--- src/assert_macros.svh ---
// Assertion helpers shared by the RTL.
`ifndef ASSERT_MACROS_SVH
`define ASSERT_MACROS_SVH
`ifndef SYNTH
// Same-cycle implication, sampled on clk, off during reset.
`define ASSERT_IMPLIES(lbl, ante, cons, msg) \
  lbl: assert property (@(posedge clk) disable iff (!rst_n) (ante) |-> (cons)) \
    else $error(msg);
// Next-cycle implication, sampled on clk, off during reset.
`define ASSERT_NEXT(lbl, ante, cons, msg) \
  lbl: assert property (@(posedge clk) disable iff (!rst_n) (ante) |=> (cons)) \
    else $error(msg);
`else
`define ASSERT_IMPLIES(lbl, ante, cons, msg)
`define ASSERT_NEXT(lbl, ante, cons, msg)
`endif
`endif

--- src/pfvf_pkg.sv ---
package pfvf_pkg;

  localparam int VALUE_W      = 64;
  localparam int DEC_BITS     = 32;
  localparam int NIBBLES      = VALUE_W / 4;
  localparam int NDIG_W       = 5;
  localparam int WIDTH_W      = 6;
  localparam int RESULT_LIMIT = 32;

  // conversion kinds
  localparam logic [2:0] FUNC_SDEC = 3'd0;
  localparam logic [2:0] FUNC_UDEC = 3'd1;
  localparam logic [2:0] FUNC_HEX  = 3'd2;
  localparam logic [2:0] FUNC_PTR  = 3'd3;
  localparam logic [2:0] FUNC_CHAR = 3'd4;

  localparam logic [7:0] CH_ZERO  = 8'h30;
  localparam logic [7:0] CH_MINUS = 8'h2d;
  localparam logic [7:0] CH_X     = 8'h78;
  localparam logic [7:0] CH_BANG  = 8'h21;

  localparam logic [7:0] HEX_DIGITS [16] = '{
    8'h30, 8'h31, 8'h32, 8'h33, 8'h34, 8'h35, 8'h36, 8'h37,
    8'h38, 8'h39, 8'h61, 8'h62, 8'h63, 8'h64, 8'h65, 8'h66
  };

  typedef enum logic [1:0] {
    KIND_NUM,
    KIND_CHAR,
    KIND_BAD
  } kind_t;

  typedef enum logic [1:0] {
    PFX_NONE,
    PFX_MINUS,
    PFX_HEX
  } prefix_t;

  typedef struct packed {
    logic [2:0]         func;
    logic [VALUE_W-1:0] value;
    logic               zero_pad;
    logic [WIDTH_W-1:0] min_width;
  } in_word_t;

  typedef struct packed {
    logic [7:0] char_out;
    logic       last;
  } out_word_t;

  // digit unit -> emitter handoff; digits MSD in the top nibble,
  // a char kind carries its byte in the low 8 bits
  typedef struct packed {
    logic               valid;
    kind_t              kind;
    prefix_t            prefix;
    logic [VALUE_W-1:0] digits;
    logic [NDIG_W-1:0]  num_digits;
    logic [WIDTH_W-1:0] pad_width;
  } dig_res_t;

  typedef struct packed {
    logic busy;
    logic take;
  } emit_stat_t;

  function automatic logic [7:0] digit_char(input logic [3:0] nib);
    return HEX_DIGITS[nib];
  endfunction

endpackage

--- src/pfvf_digits.sv ---
module pfvf_digits #(
  parameter int MAX_WIDTH    = 32,
  parameter int POINTER_BITS = 64
) (
  input  logic               clk,
  input  logic               rst_n,
  input  logic               in_valid,
  output logic               in_stall,
  input  pfvf_pkg::in_word_t in_word,
  input  logic               take,
  output pfvf_pkg::dig_res_t res
);
  import pfvf_pkg::*;

  typedef enum logic [3:0] {
    S_IDLE = 4'b0001,
    S_CONV = 4'b0010,
    S_SKIP = 4'b0100,
    S_DONE = 4'b1000
  } state_t;

  localparam int WCAP = (MAX_WIDTH < RESULT_LIMIT) ? MAX_WIDTH : RESULT_LIMIT;
  localparam logic [WIDTH_W-1:0] WCAP_V = WIDTH_W'(WCAP);
  localparam logic [VALUE_W-1:0] PTR_MASK = {VALUE_W{1'b1}} >> (VALUE_W - POINTER_BITS);
  localparam logic [NDIG_W-1:0] NDIG_FULL = NDIG_W'(NIBBLES);

  state_t              state_r, state_nxt;
  logic [DEC_BITS-1:0] val_r, val_nxt;
  logic [VALUE_W-1:0]  dig_r, dig_nxt;
  logic [4:0]          bit_cnt_r, bit_cnt_nxt;
  logic [NDIG_W-1:0]   nd_r, nd_nxt;
  kind_t               kind_r, kind_nxt;
  prefix_t             pfx_r, pfx_nxt;
  logic [WIDTH_W-1:0]  pad_r, pad_nxt;

  logic [DEC_BITS-1:0] word_lo, mag;
  logic                neg;
  logic [WIDTH_W-1:0]  pad_ld;
  logic [VALUE_W-1:0]  dabble;

  assign word_lo = in_word.value[DEC_BITS-1:0];
  assign neg     = (in_word.func == FUNC_SDEC) && word_lo[DEC_BITS-1];
  assign mag     = neg ? (DEC_BITS'(0) - word_lo) : word_lo;
  assign pad_ld  = !in_word.zero_pad ? '0 :
                   (in_word.min_width > WCAP_V) ? WCAP_V : in_word.min_width;

  // add-3 correction on every BCD nibble
  always_comb begin
    for (int k = 0; k < NIBBLES; k++) begin
      dabble[k*4 +: 4] = (dig_r[k*4 +: 4] >= 4'd5) ? dig_r[k*4 +: 4] + 4'd3
                                                   : dig_r[k*4 +: 4];
    end
  end

  always_comb begin
    state_nxt   = state_r;
    val_nxt     = val_r;
    dig_nxt     = dig_r;
    bit_cnt_nxt = bit_cnt_r;
    nd_nxt      = nd_r;
    kind_nxt    = kind_r;
    pfx_nxt     = pfx_r;
    pad_nxt     = pad_r;
    unique case (state_r)
      S_IDLE: begin
        if (in_valid) begin
          pad_nxt     = pad_ld;
          kind_nxt    = KIND_NUM;
          pfx_nxt     = PFX_NONE;
          nd_nxt      = NDIG_FULL;
          val_nxt     = mag;
          bit_cnt_nxt = 5'(DEC_BITS - 1);
          dig_nxt     = '0;
          unique case (in_word.func)
            FUNC_SDEC: begin
              pfx_nxt   = neg ? PFX_MINUS : PFX_NONE;
              state_nxt = S_CONV;
            end
            FUNC_UDEC: state_nxt = S_CONV;
            FUNC_HEX: begin
              dig_nxt   = VALUE_W'(word_lo);
              state_nxt = S_SKIP;
            end
            FUNC_PTR: begin
              dig_nxt   = in_word.value & PTR_MASK;
              pfx_nxt   = PFX_HEX;
              state_nxt = S_SKIP;
            end
            FUNC_CHAR: begin
              dig_nxt   = VALUE_W'(in_word.value[7:0]);
              kind_nxt  = KIND_CHAR;
              nd_nxt    = NDIG_W'(1);
              state_nxt = S_DONE;
            end
            default: begin
              kind_nxt  = KIND_BAD;
              nd_nxt    = NDIG_W'(1);
              pad_nxt   = '0;
              state_nxt = S_DONE;
            end
          endcase
        end
      end
      S_CONV: begin
        dig_nxt = {dabble[VALUE_W-2:0], val_r[DEC_BITS-1]};
        val_nxt = {val_r[DEC_BITS-2:0], 1'b0};
        if (bit_cnt_r == '0) begin
          state_nxt = S_SKIP;
        end else begin
          bit_cnt_nxt = bit_cnt_r - 5'd1;
        end
      end
      S_SKIP: begin
        // drop leading zero digits, keep at least one
        if ((dig_r[VALUE_W-1 -: 4] == 4'd0) && (nd_r != NDIG_W'(1))) begin
          dig_nxt = {dig_r[VALUE_W-5:0], 4'd0};
          nd_nxt  = nd_r - NDIG_W'(1);
        end else begin
          state_nxt = S_DONE;
        end
      end
      S_DONE: begin
        if (take) begin
          state_nxt = S_IDLE;
        end
      end
      default: state_nxt = S_IDLE;
    endcase
  end

  always_ff @(posedge clk) begin
    if (!rst_n) begin
      state_r <= S_IDLE;
    end else begin
      state_r <= state_nxt;
    end
  end

  always_ff @(posedge clk) begin
    val_r     <= val_nxt;
    dig_r     <= dig_nxt;
    bit_cnt_r <= bit_cnt_nxt;
    nd_r      <= nd_nxt;
    kind_r    <= kind_nxt;
    pfx_r     <= pfx_nxt;
    pad_r     <= pad_nxt;
  end

  assign in_stall = (state_r != S_IDLE);

  assign res.valid      = (state_r == S_DONE);
  assign res.kind       = kind_r;
  assign res.prefix     = pfx_r;
  assign res.digits     = dig_r;
  assign res.num_digits = nd_r;
  assign res.pad_width  = pad_r;

endmodule

--- src/pfvf_emit.sv ---
module pfvf_emit (
  input  logic                 clk,
  input  logic                 rst_n,
  input  pfvf_pkg::dig_res_t   res,
  output pfvf_pkg::emit_stat_t stat,
  output logic                 out_valid,
  input  logic                 out_stall,
  output pfvf_pkg::out_word_t  out_word
);
  import pfvf_pkg::*;

  typedef enum logic [1:0] {
    E_IDLE = 2'b01,
    E_RUN  = 2'b10
  } state_t;

  state_t             state_r, state_nxt;
  kind_t              kind_r, kind_nxt;
  prefix_t            pfx_r, pfx_nxt;
  logic [VALUE_W-1:0] dig_r, dig_nxt;
  logic [NDIG_W-1:0]  nd_r, nd_nxt;
  logic [WIDTH_W-1:0] pad_r, pad_nxt;
  logic [1:0]         pfx_cnt_r, pfx_cnt_nxt;
  logic               out_valid_r, out_valid_nxt;
  out_word_t          out_word_r, out_word_nxt;

  logic               take, advance, is_last;
  logic [1:0]         np;
  logic [WIDTH_W-1:0] body;
  logic [7:0]         ch;

  assign take    = (state_r == E_IDLE) && res.valid;
  assign advance = (state_r == E_RUN) && (!out_valid_r || !out_stall);

  always_comb begin
    unique case (res.prefix)
      PFX_MINUS: np = 2'd1;
      PFX_HEX:   np = 2'd2;
      default:   np = 2'd0;
    endcase
  end
  assign body = WIDTH_W'(res.num_digits) + WIDTH_W'(np);

  // pad zeros, then prefix, then digits
  always_comb begin
    is_last = 1'b0;
    if (pad_r != '0) begin
      ch = CH_ZERO;
    end else if (pfx_cnt_r != 2'd0) begin
      if (pfx_r == PFX_MINUS) begin
        ch = CH_MINUS;
      end else begin
        ch = (pfx_cnt_r == 2'd2) ? CH_ZERO : CH_X;
      end
    end else begin
      is_last = (nd_r == NDIG_W'(1));
      unique case (kind_r)
        KIND_NUM:  ch = digit_char(dig_r[VALUE_W-1 -: 4]);
        KIND_CHAR: ch = dig_r[7:0];
        default:   ch = CH_BANG;
      endcase
    end
  end

  always_comb begin
    state_nxt     = state_r;
    kind_nxt      = kind_r;
    pfx_nxt       = pfx_r;
    dig_nxt       = dig_r;
    nd_nxt        = nd_r;
    pad_nxt       = pad_r;
    pfx_cnt_nxt   = pfx_cnt_r;
    out_word_nxt  = out_word_r;
    out_valid_nxt = out_valid_r && out_stall;
    if (take) begin
      kind_nxt    = res.kind;
      pfx_nxt     = res.prefix;
      dig_nxt     = res.digits;
      nd_nxt      = res.num_digits;
      pfx_cnt_nxt = np;
      pad_nxt     = (res.pad_width > body) ? res.pad_width - body : '0;
      state_nxt   = E_RUN;
    end
    if (advance) begin
      out_valid_nxt         = 1'b1;
      out_word_nxt.char_out = ch;
      out_word_nxt.last     = is_last;
      if (pad_r != '0) begin
        pad_nxt = pad_r - WIDTH_W'(1);
      end else if (pfx_cnt_r != 2'd0) begin
        pfx_cnt_nxt = pfx_cnt_r - 2'd1;
      end else begin
        dig_nxt = {dig_r[VALUE_W-5:0], 4'd0};
        nd_nxt  = nd_r - NDIG_W'(1);
        if (is_last) begin
          state_nxt = E_IDLE;
        end
      end
    end
  end

  always_ff @(posedge clk) begin
    if (!rst_n) begin
      state_r     <= E_IDLE;
      out_valid_r <= 1'b0;
    end else begin
      state_r     <= state_nxt;
      out_valid_r <= out_valid_nxt;
    end
  end

  always_ff @(posedge clk) begin
    kind_r     <= kind_nxt;
    pfx_r      <= pfx_nxt;
    dig_r      <= dig_nxt;
    nd_r       <= nd_nxt;
    pad_r      <= pad_nxt;
    pfx_cnt_r  <= pfx_cnt_nxt;
    out_word_r <= out_word_nxt;
  end

  assign stat.busy = (state_r == E_RUN);
  assign stat.take = take;
  assign out_valid = out_valid_r;
  assign out_word  = out_word_r;

endmodule

--- src/printf_value_formatter_unit.sv ---
// Integer / character conversion formatter for debug print paths.
// in_ channel: one word per conversion (func, value, zero_pad, min_width),
//   taken when in_valid is high and in_stall is low.
// out_ channel: the ASCII characters of the field, most significant first,
//   one word per character; last marks the final character.
// After accept, a decimal word goes through bit-serial BCD conversion,
//   leading-zero digit skip and the handoff; hex and pointer words go through
//   the skip and the handoff, and char and bad kinds go straight to the
//   handoff.
// Then one character per cycle while the receiver does not stall; a field is at most 32 characters.
// The digit unit takes the next word as soon as its result has been handed to
//   the character emitter, so conversion overlaps emission of the prior field.
//   Sustained throughput is set by the serial conversion and skip, or by the
//   field length when that is longer.
// Reset (rst_n low, synchronous) drops any word in flight and clears
//   out_valid; in_stall is low after reset.
// When the receiver stalls, the output word holds and the emitter pauses;
//   in_stall stays high through each conversion and while a finished one
//   waits on the busy emitter.
`include "assert_macros.svh"

module printf_value_formatter_unit #(
  parameter int MAX_WIDTH    = 32,
  parameter int POINTER_BITS = 64
) (
  input  logic                clk,
  input  logic                rst_n,
  input  logic                in_valid,
  output logic                in_stall,
  input  pfvf_pkg::in_word_t  in_word,
  output logic                out_valid,
  input  logic                out_stall,
  output pfvf_pkg::out_word_t out_word
);
  import pfvf_pkg::*;

  dig_res_t   dig_res;   // finished conversion, held until taken
  emit_stat_t emit_stat; // emitter busy / handoff strobe

  // Bit-serial conversion: double dabble for decimal, nibble shift for hex,
  // then a leading-zero digit skip.
  pfvf_digits #(
    .MAX_WIDTH    (MAX_WIDTH),
    .POINTER_BITS (POINTER_BITS)
  ) u_digits (
    .clk      (clk),
    .rst_n    (rst_n),
    .in_valid (in_valid),
    .in_stall (in_stall),
    .in_word  (in_word),
    .take     (emit_stat.take),
    .res      (dig_res)
  );

  // Pad zeros, prefix and digits one per cycle, while the receiver does not stall, into the output register.
  pfvf_emit u_emit (
    .clk       (clk),
    .rst_n     (rst_n),
    .res       (dig_res),
    .stat      (emit_stat),
    .out_valid (out_valid),
    .out_stall (out_stall),
    .out_word  (out_word)
  );

  // an accepted word keeps the digit unit busy on the next cycle
  `ASSERT_NEXT(a_accept_busy, in_valid && !in_stall, in_stall,
               "digit unit free right after accepting a word")
  // handoff starts the emitter and frees the digit unit
  `ASSERT_NEXT(a_handoff, emit_stat.take, emit_stat.busy && !in_stall,
               "handoff did not start emitter or free digit unit")
  // with the emitter idle, a taken word leaves the output empty
  `ASSERT_NEXT(a_no_extra_word, out_valid && !out_stall && !emit_stat.busy,
               !out_valid, "output word appeared with emitter idle")

endmodule

--- config.mk ---
export PLATFORM = sky130hd
export DESIGN_NAME = printf_value_formatter_unit
export DESIGN_NICKNAME = d
export VERILOG_FILES = /design/src/pfvf_pkg.sv /design/src/pfvf_digits.sv /design/src/pfvf_emit.sv /design/src/printf_value_formatter_unit.sv
export VERILOG_INCLUDE_DIRS = /design/src /design/src/src
export SDC_FILE = /design/constraint.sdc
export NUM_CORES = 1
export LEC_CHECK = 0
export ABC_AREA = 1
export BUFFER_PORTS_ARGS = -buffer_cell sky130_fd_sc_hd__buf_2
export CAP_MARGIN = 10
export CORE_MARGIN = 1.5
export CORE_UTILIZATION = 57
export CTS_BUF_LIST = sky130_fd_sc_hd__clkbuf_8
export DETAILED_ROUTE_END_ITERATION = 10
export PLACE_DENSITY = 0.78
export SYNTH_ARGS = -nofsm -noshare
export SYNTH_HDL_FRONTEND = slang
export SYNTH_HIERARCHICAL = 1
export SYNTH_SLANG_ARGS = --single-unit
export TNS_END_PERCENT = 100
--- constraint.sdc ---
create_clock -name clk -period 5.5 [get_ports clk]
set_input_delay 0.275 -clock clk [delete_from_list [all_inputs] [get_ports clk]]
set_output_delay 0.275 -clock clk [all_outputs]
set_load 0.02 [all_outputs]
==> reports/summary.txt, run 1 <==
CP startpoint kind - register
P_leak - 6.57 nW
Routed vias/inst - 5.53
Num ports - 89
RSZ-0062 raised after global routing - no
Ordered cell list for the critical path - inv_1, nand4_1, buf_4, inv_2, nand2_1, nand2_1, nor2_4, buf_4
Placeable Area - 0.0219 mm²
Final worst-path cycle share - 0.532
R2R setup slack - 2.58 ns
Slowest stage delay, CP - 0.68 ns
GRT Util Overall - 0.262
Area of the multi-input gates - 0.00615 mm²
Sequential area share after synthesis - 0.437
#FFs+latches synth - 213
Mapped Cells - 1678
First-pass DRT Iterations - 6
FF/Latch Area - 0.00556 mm²
DR WL/cell - 14.9 µm
Total Nets Final - 1889
Post-CTS Setup Bufs - 0
Area Growth Syn to Fin - 10.2%
Post-DP Area - 0.0133 mm²
Die X - 152 µm
DP Cell Count - 1996
Worst slack at placement - 2.66 ns
Min Tclk post-route - 2.92 ns
Vias in the first global route - 10501
R2R depth - 8
Worst setup EP type - register
Share of post-route cells with drive strength above 1 - 0.112
Die height - 152 µm
Max-slew violation count - 0
CTS tree - built
F_max - 342 MHz
Root Driver - clkbuf_8
Max cap viols - 0
Final worst slack - 2.58 ns
Initial Util - 0.581
Routability cong. - 0.883
Clk_skew - 0.0243 ns
Clk_lat worst skew - 0.54 ns
Kind of critical path - reg -> reg
CP delay by family, top - buffers and inverters
Resized cells post-CTS - 0
Number of buffers added on ports - 88
Ant. Diodes - 0
Post-DRT Antenna Nets - 0
DR iter-0 viols - 1035
Hold buffers post-CTS - 1
Netlist cell types - 37
Slew @ Worst Pin - 0.939 ns
Clock slew at reported path FFs - 0.06 ns
CP max FO - 64
Final setup violation count - 0
Synthesized area per cell - 7.58 µm²
WP data required - 5.65 ns
Status - complete, no violations
Fillers - 1947
Grt total ovfl - 0
Maximum vdd drop - 0.000335 V
Initial antenna violation count - 0
DIE AREA - 0.0232 mm²
Depth of the worst hold-timing path - 3
Layout Cells excl Fill - 2071
First-pass GRT wire length - 50700 µm
Class of the worst hold path - in -> reg
Max_slew headroom - 0.374
Cell Rows - 54
DR vias - 11452
Mapped Nets - 1808
Dpl hpwl - 21100 µm
Final std cell area, no fill - 0.0140 mm²
Htree depth - 2
Post-Route WL - 30800 µm
Max Root-Sink Buffers - 3
Largest net degree at the start of global routing - 96
Power, Total - 7.23 mW
PD cells - 515 mW/mm²
CTS sink cnt - 213
Setup TNS - 0 ns
# DRC - 0
Netlist Area Pre-Place - 0.0127 mm²
Critical path's slowest cell - buf_4
Worst path depth - 8
TritonCTS buffer count - 40
WP data arrival - 3.07 ns
YS warnings - 6
Final Hold Viols - 0
CP Buf/Inv Count - 4
## stage by stage
stage / hold WS (ns) / util
floorplan: 0.359 / -
global placement: 0.405 / 0.606
detailed placement: 0.407 / 0.606
CTS: 0.00256 / 0.641
global route: 0.0136 / 0.641
finish: 0.0259 / 0.641
## per-layer routing
layer	track usage	vias up	wire, µm
met5	0	-	0
met4	0.0659	0	512
met3	0.0435	57	2340
met2	0.409	454	13800
met1	0.379	5251	14100
li1	-	5690	-
## state kept, by name (all words and copies together), names as in the netlist, 4 cells and up
name / count
u_digits/val_r: 32
u_digits/state_r: 4
u_digits/bit_cnt_r: 5
u_digits/dig_r: 64
u_emit/dig_r: 64
u_digits/nd_r: 5
u_emit/pad_r: 6
u_emit/nd_r: 5
u_emit/out_word: 9
u_digits/pad_r: 6
## cells in the final DEF, fill, tap and decap left out, drive strengths merged, types with 24 or more instances in the layout
cell type / count
o221ai: 30
nand3: 85
edfxtp: 129
buf: 98
clkbuf: 47
a21oi: 55
xor2: 24
ha: 50
inv: 203
nor2: 119
dfxtp: 84
o211ai: 32
nand2: 626
o21ai: 123
## final timing paths
path                  startpoint                 end
max reg2reg  u_digits/state_r[1]  u_digits/dig_r[35]
max          u_digits/state_r[1]  u_digits/dig_r[35]
min reg2reg   u_digits/kind_r[0]    u_emit/kind_r[0]
min                   in_word[4]   u_digits/pad_r[4]
## cell usage after synthesis
cell | n | area (µm²)
nand2_2 | 3 | 18.8
clkinv_1 | 1 | 3.75
nand3_2 | 2 | 20.0
o21ai_0 | 123 | 616
nand4_1 | 10 | 62.6
a21boi_1 | 1 | 7.51
a31oi_1 | 6 | 37.5
inv_1 | 174 | 653
inv_2 | 9 | 33.8
a21oi_2 | 1 | 8.76
o21a_1 | 1 | 7.51
o31ai_1 | 1 | 7.51
fa_1 | 2 | 40.0
nor3_1 | 7 | 35.0
nand3_4 | 2 | 35.0
buf_4 | 7 | 52.6
o22ai_1 | 2 | 12.5
clkbuf_1 | 13 | 48.8
nor3_4 | 1 | 16.3
or2_2 | 18 | 113
ha_1 | 50 | 626
nor2_1 | 106 | 398
edfxtp_1 | 129 | 3870
o221ai_1 | 30 | 263
a21oi_1 | 54 | 270
dfxtp_1 | 84 | 1680
buf_6 | 9 | 101
nand3b_1 | 2 | 15.0
a22oi_1 | 20 | 150
buf_2 | 31 | 155
nor2_2 | 6 | 37.5
nor2_4 | 7 | 78.8
o211ai_1 | 32 | 240
xnor2_1 | 6 | 52.6
nand2_1 | 623 | 2340
nand3_1 | 81 | 405
xor2_1 | 24 | 210
## cell families after synthesis
logic type,synth area share
AO/OA/AOI/OAI,0.127
XOR/XNOR,0.0206
adder cells (fa/ha/maj),0.0523
buffers and inverters,0.0824
flip-flops,0.437
AND/OR/NAND/NOR,0.281
## layout make-up
type                       instances  area share
clock buffer                      47      0.0461
clock inverter                    27     0.00785
inverter                         184      0.0492
multi-input combinational       1221       0.438
sequential                       213       0.396
tap                              280      0.0250
timing repair buffer              99      0.0375
## power by group
group	total (mW)	switching, mW	internal, mW
clock network	1.45	0.675	0.777
logic	2.64	1.74	0.900
registers	3.14	0.574	2.57
## tightest hold or removal path: cells and delay by family
| kind | cells | cell delay, ns |
|---|---|---|
| buffers and inverters | 2 | 0.12 |
| AND/OR/NAND/NOR | 1 | 0.05 |
Power figures use the tool's default switching activity.
==> inputs of run 2 (changes only) <==
Settings changed: ABC_AREA 1 to 0, PLACE_DENSITY 0.78 to 0.81.
Clock period 5.5 ns to 2.5 ns, I/O delays scaled along.
==> run 2 against run 1 <==
The run now ends with setup timing left. Maximum frequency grew 9.5%. Clock skew is 0.015 ns lower. Global-route usage increased by 1.0 points. Largest power group unchanged. Synthesized cell count shrank 21%. Critical path depth rose by 2. Register-to-register slack worse by 2.7 ns. Wire length fell by 2.0%.
==> reports/summary.txt, run 2 <==
Status - complete, but fails checks (was complete, no violations)
Failing checks - setup timing
TritonCTS buffer count - 37 (was 40)
Post-Route WL - 30200 µm (was 30800 µm)
Number of buffers added on ports - 88 (unchanged)
Synth async-reset ratio - 0 (unchanged)
Grt met3 use - 0.0451 (was 0.0435)
Routability cong. - 0.835 (was 0.883)
GRT met2 Usage - 0.451 (was 0.409)
Ant. Diodes - 0 (unchanged)
Share of post-route cells with drive strength above 1 - 0.146 (was 0.112)
Area Growth Syn to Fin - 20.5% (was 10.2%)
Mapped Nets - 1453 (was 1808)
CTS sink cnt - 213 (unchanged)
Power, Total - 16.6 mW (was 7.23 mW)
CP Buf/Inv Count - 1 (was 4)
Min Hold Slack - 0.0303 ns (was 0.0259 ns)
Commonest cells after routing, fill and taps aside - nand2_1, edfxtp_1, nor2_1 (was nand2_1, inv_1, edfxtp_1)
Routed vias/inst - 5.94 (was 5.53)
Slowest stage delay, CP - 0.48 ns (was 0.68 ns)
Netlist cell types - 68 (was 37)
YS warnings - 6 (unchanged)
Most common cell in the netlist - nand2_1 (unchanged)
First-pass DRT Iterations - 6 (unchanged)
Top flop regs - u_digits/dig_r (64), u_emit/dig_r (64), u_digits/val_r (32) (unchanged)
Post-DRT Antenna Nets - 0 (unchanged)
Grt peak-use layer - met2 (unchanged)
Most frequent cells after synthesis - nand2_1, edfxtp_1, nor2_1 (was nand2_1, inv_1, edfxtp_1)
Max_slew headroom - 0.527 (was 0.374)
Final worst-path cycle share - 1.07 (was 0.532)
GRT Util Overall - 0.272 (was 0.262)
PD cells - 1150 mW/mm² (was 515 mW/mm²)
Final worst slack - -0.169 ns (was 2.58 ns)
Top cell type's share of synthesized area - 0.324 (was 0.304)
Max cap viols - 0 (unchanged)
F_max - 375 MHz (was 342 MHz)
Prevailing post-synth register cell - edfxtp_1 (unchanged)
Yosys top cell by area - edfxtp_1 (unchanged)
DIE AREA - 0.0219 mm² (was 0.0232 mm²)
Grt total ovfl - 0 (unchanged)
DR iter-0 viols - 1135 (was 1035)
Dominant cells by area after synthesis - edfxtp_1, dfxtp_1, nand2_1 (was edfxtp_1, nand2_1, dfxtp_1)
Ordered cell list for the critical path - nor2b_4, ha_4, fa_2, inv_2, ha_4, nor2b_4, o31a_1, o21a_1, o21a_1, o31ai_2 (was inv_1, nand4_1, buf_4, inv_2, nand2_1, nand2_1, nor2_4, buf_4)
Mapped Cells - 1323 (was 1678)
Initial Util - 0.585 (was 0.581)
M1 GR Usage - 0.366 (was 0.379)
Min Tclk post-route - 2.67 ns (was 2.92 ns)
FF/Latch Area - 0.00556 mm² (unchanged)
Kind of critical path - reg -> reg (unchanged)
Dpl hpwl - 19000 µm (was 21100 µm)
CP startpoint kind - register (unchanged)
Clk_lat worst skew - 0.53 ns (was 0.54 ns)
Area of the multi-input gates - 0.00604 mm² (was 0.00615 mm²)
Worst setup EP type - register (unchanged)
Class of the worst hold path - in -> reg (unchanged)
Sequential area share after synthesis - 0.464 (was 0.437)
Fillers - 1484 (was 1947)
Largest net degree at the start of global routing - 71 (was 96)
CTS tree - built (unchanged)
P_leak - 5.71 nW (was 6.57 nW)
Total Nets Final - 1623 (was 1889)
Max-slew violation count - 0 (unchanged)
Post-synth EDFFs - 129 (unchanged)
WP data required - 2.94 ns (was 5.65 ns)
Initial antenna violation count - 0 (unchanged)
Critical path's slowest cell - fa_2 (was buf_4)
CP delay by family, top - compound AO/OA/AOI/OAI gates (was buffers and inverters)
Maximum vdd drop - 0.000566 V (was 0.000335 V)
WP data arrival - 3.11 ns (was 3.07 ns)
Layout Cells excl Fill - 1791 (was 2071)
Num ports - 89 (unchanged)
Netlist Area Pre-Place - 0.0120 mm² (was 0.0127 mm²)
RSZ-0062 raised after global routing - yes (was no)
CP max FO - 3 (was 64)
DR WL/cell - 16.8 µm (was 14.9 µm)
# DRC - 0 (unchanged)
Commonest non-fill, non-tap cell in the layout - nand2_1 (unchanged)
Final setup violation count - 4 (was 0)
Die X - 148 µm (was 152 µm)
Cell Rows - 52 (was 54)
Max Root-Sink Buffers - 3 (unchanged)
Vias in the first global route - 10230 (was 10501)
Clk_skew - 0.00891 ns (was 0.0243 ns)
Clock slew at reported path FFs - 0.06 ns (about the same)
DP Cell Count - 1646 (was 1996)
Worst slack at placement - -0.230 ns (was 2.66 ns)
Htree depth - 2 (unchanged)
#FFs+latches synth - 213 (unchanged)
Placeable Area - 0.0204 mm² (was 0.0219 mm²)
Root Driver - clkbuf_8 (unchanged)
Die height - 148 µm (was 152 µm)
Final Hold Viols - 0 (unchanged)
Synthesized area per cell - 9.04 µm² (was 7.58 µm²)
DR vias - 10643 (was 11452)
Slew @ Worst Pin - 0.709 ns (was 0.939 ns)
First-pass GRT wire length - 48900 µm (was 50700 µm)
[run 2: changes by cell type after synthesis, sizes merged, moves of 25 or more]
cell,delta
a22oi,+25
nand3,-77
a31oi,+60
o21ai,-39
xnor2,+27
clkbuf,+27
a21oi,+28
inv,-122
o211ai,-30
nand2,-378
o221ai,-26
[run 2: stage by stage]
stage | setup TNS, ns | cell area (µm²) | util
5_1_grt | -0.767 | 14400 | 0.705
2_1_floorplan | -12.89 | 12000 | -
3_3_place_gp | -0.212 | 12800 | 0.628
6_report | -0.422 | 14400 | 0.705
3_5_place_dp | -0.771 | 12800 | 0.628
4_1_cts | -0.130 | 14300 | 0.702
[run 2: where the power goes]
part / total [mW] / leakage, nW / switching [mW] / internal (mW)
Sequential: 7.18 / 1.94 / 1.54 / 5.64
Combinational: 6.29 / 3.36 / 3.54 / 2.75
Clock: 3.13 / 0.414 / 1.46 / 1.67
Total: 16.6 / 5.71 / 6.53 / 10.1
[run 2: cell families after synthesis]
kind of cell / count (synthesis) / share of synthesized area
AO/OA/AOI/OAI: 346 / 0.181
adder cells (fa/ha/maj): 52 / 0.0557
flip-flops: 213 / 0.464
XOR/XNOR: 53 / 0.0388
multiplexers: 19 / 0.0161
AND/OR/NAND/NOR: 510 / 0.198
buffers and inverters: 130 / 0.0462
[run 2: tightest hold or removal path, cell delays in order]
cell and delay, ns:
buf_2 0.16, a22oi_1 0.09, o21ai_0 0.07
[run 2: layout make-up]
| type | instances | area share |
|---|---|---|
| clock buffer | 43 | 0.0411 |
| clock inverter | 24 | 0.00859 |
| inverter | 62 | 0.0162 |
| multi-input combinational | 980 | 0.419 |
| sequential | 213 | 0.385 |
| tap | 270 | 0.0234 |
| timing repair buffer | 199 | 0.106 |
[run 2: path summary, 6_finish.rpt]
| kind | from | end | slack, ns | cells past startpoint |
|---|---|---|---|---|
| worst max-delay path | u_digits/pfx_r[1] | u_emit/pad_r[5] | -0.17 | 10 |
| worst min-delay path | in_word[24] | u_digits/dig_r[17] | 0.03 | 3 |
| worst max register to register | u_digits/pfx_r[1] | u_emit/pad_r[5] | -0.17 | 10 |
| worst min register to register | u_digits/kind_r[0] | u_emit/kind_r[0] | 0.45 | 0 |
[run 2: layer usage]
| metal | wire length [µm] | part of all wire |
|---|---|---|
| met2 | 14300 | 0.47 |
| met5 | 0 | 0 |
| met4 | 584 | 0.019 |
| met1 | 13300 | 0.44 |
| met3 | 1960 | 0.065 |
[run 2: repair_timing]
action / in CTS / in global routing
hold buffers: 72 / 0
resized for setup: 15 / 7
pin swaps: 4 / 10
setup buffers: 1 / 5
cloned: 0 / 0
endpoints found under the hold margin: 74 / 0
setup endpoints to repair: 6 / 6
==> inputs of run 3 (changes only) <==
Settings changed: BUFFER_PORTS_ARGS -buffer_cell sky130_fd_sc_hd__buf_2 to -buffer_cell sky130_fd_sc_hd__clkbuf_2, CORE_MARGIN 1.5 to 5, SKIP_LAST_GASP set to 1.
==> run 3 against run 2 <==
The run still ends with setup timing left. Critical path depth stayed put. Non-clock buffer count stayed put. Worst hold slack better by 0.0024 ns. Sequential share of layout area is 0.080 points lower. Wire length is 1.6% higher. Worst setup slack worse by 0.10 ns. Clock skew is 0.0068 ns higher. Clock-buffer cell count stayed put. Sequential power hardly changed. Die area is 9.7% higher. Final area is 0.21% higher. Combinational power is 3% higher. Critical path type unchanged. Highest routed layer unchanged.
==> reports/summary.txt, run 3 (same netlist as run 2, synthesis figures left out) <==
Status - complete, but fails checks (unchanged)
Failing checks - setup timing (unchanged)
Min Tclk post-route - 2.77 ns (was 2.67 ns)
Clock slew at reported path FFs - 0.06 ns (about the same)
CP max FO - 2 (was 3)
Min Hold Slack - 0.0327 ns (was 0.0303 ns)
Post-Route WL - 30600 µm (was 30200 µm)
Max_slew headroom - 0.525 (was 0.527)
Placeable Area - 0.0208 mm² (was 0.0204 mm²)
Grt peak-use layer - met2 (unchanged)
DR vias - 10704 (was 10643)
DIE AREA - 0.0240 mm² (was 0.0219 mm²)
M1 GR Usage - 0.338 (was 0.366)
Final worst slack - -0.272 ns (was -0.169 ns)
Largest net degree at the start of global routing - 71 (unchanged)
Final worst-path cycle share - 1.11 (was 1.07)
Initial antenna violation count - 1 (was 0)
Die height - 155 µm (was 148 µm)
Commonest cells after routing, fill and taps aside - nand2_1, edfxtp_1, nor2_1 (unchanged)
GRT met2 Usage - 0.412 (was 0.451)
Setup TNS - -0.841 ns (was -0.422 ns)
Max-slew violation count - 0 (unchanged)
Final Hold Viols - 0 (unchanged)
CTS sink cnt - 213 (unchanged)
Maximum vdd drop - 0.000724 V (was 0.000566 V)
Area of the multi-input gates - 0.00604 mm² (about the same)
TritonCTS buffer count - 38 (was 37)
Final setup violation count - 6 (was 4)
GRT Util Overall - 0.248 (was 0.272)
CP startpoint kind - register (unchanged)
Routability cong. - 0.843 (was 0.835)
Max Root-Sink Buffers - 3 (unchanged)
Worst setup EP type - register (unchanged)
Area Growth Syn to Fin - 20.8% (was 20.5%)
Routed vias/inst - 5.95 (was 5.94)
First-pass DRT Iterations - 5 (was 6)
FF/Latch Area - 0.00556 mm² (unchanged)
PD cells - 1160 mW/mm² (was 1150 mW/mm²)
F_max - 361 MHz (was 375 MHz)
Max cap viols - 0 (unchanged)
# DRC - 0 (unchanged)
Vias in the first global route - 10180 (was 10230)
Fillers - 1516 (was 1484)
Dpl hpwl - 19800 µm (was 19000 µm)
Kind of critical path - reg -> reg (unchanged)
DR iter-0 viols - 1090 (was 1135)
Grt total ovfl - 0 (unchanged)
Number of buffers added on ports - 88 (unchanged)
Class of the worst hold path - in -> reg (unchanged)
WP data arrival - 3.17 ns (was 3.11 ns)
First-pass GRT wire length - 49600 µm (was 48900 µm)
Root Driver - clkbuf_8 (unchanged)
Clk_skew - 0.0157 ns (was 0.00891 ns)
Num ports - 89 (unchanged)
Die X - 155 µm (was 148 µm)
DR WL/cell - 17.0 µm (was 16.8 µm)
RSZ-0062 raised after global routing - yes (unchanged)
Commonest non-fill, non-tap cell in the layout - nand2_1 (unchanged)
Cell Rows - 53 (was 52)
Total Nets Final - 1624 (was 1623)
Htree depth - 2 (unchanged)
Post-DRT Antenna Nets - 0 (unchanged)
P_leak - 5.75 nW (was 5.71 nW)
CTS tree - built (unchanged)
Top flop regs - u_digits/dig_r (64), u_emit/dig_r (64), u_digits/val_r (32) (unchanged)
Grt met3 use - 0.0414 (was 0.0451)
Slew @ Worst Pin - 0.713 ns (was 0.709 ns)
Clk_lat worst skew - 0.54 ns (was 0.53 ns)
Initial Util - 0.574 (was 0.585)
Share of post-route cells with drive strength above 1 - 0.149 (was 0.146)
WP data required - 2.90 ns (was 2.94 ns)
-- run 3: routing by layer --
layer / vias up / part of all wire
met2: 434 / 0.49
met5: - / 0
met1: 5110 / 0.42
met4: 0 / 0.020
met3: 56 / 0.069
li1: 5104 / -
-- run 3: final timing paths --
check | from | endpoint | slack (ns) | cells after the start
max | u_digits/pfx_r[0] | u_emit/pad_r[5] | -0.27 | 10
min reg2reg | u_digits/kind_r[0] | u_emit/kind_r[0] | 0.46 | 0
max reg2reg | u_digits/pfx_r[0] | u_emit/pad_r[5] | -0.27 | 10
min | in_word[30] | u_digits/dig_r[23] | 0.03 | 2
-- run 3: critical path: stages (launching register included) --
cell and delay (ns):
edfxtp_1 0.43, nor2b_4 0.17, ha_4 0.17, fa_2 0.58, inv_1 0.09, ha_4 0.22
nor2b_1 0.15, o31a_1 0.28, o21a_1 0.21, nor3_1 0.25, o31ai_2 0.11
-- run 3: final cells by class --
type                       count  area share
multi-input combinational    980       0.418
sequential                   213       0.385
timing repair buffer         199       0.106
clock buffer                  43      0.0410
tap                          275      0.0238
inverter                      62      0.0162
clock inverter                26     0.00970
antenna                        1    0.000173
-- run 3: report_power, final --
part / switching (mW) / internal (mW)
Clock: 1.43 / 1.68
Combinational: 3.64 / 2.84
Sequential: 1.55 / 5.64
Total: 6.62 / 10.2
-- run 3: stage by stage --
stage               utilization  instance area, µm²  setup WS, ns  power (mW)  instances
finish                    0.694               14400        -0.272        16.8       1799
CTS                       0.691               14400        -0.179        16.5       1797
global route              0.694               14400        -0.333        17.9       1799
detailed placement        0.618               12900        -0.241        13.0       1654
floorplan                     -               12000        -0.200        11.0       1323
global placement          0.618               12900        -0.160        12.6       1654
-- run 3: timing repair --
| item | in CTS | in global routing |
|---|---|---|
| setup endpoints to repair | 6 | 6 |
| endpoints found under the hold margin | 70 | 0 |
| hold buffers | 69 | 0 |
| resized for setup | 14 | 8 |
| buffers inserted | 5 | 3 |
| pin swaps | 7 | 10 |
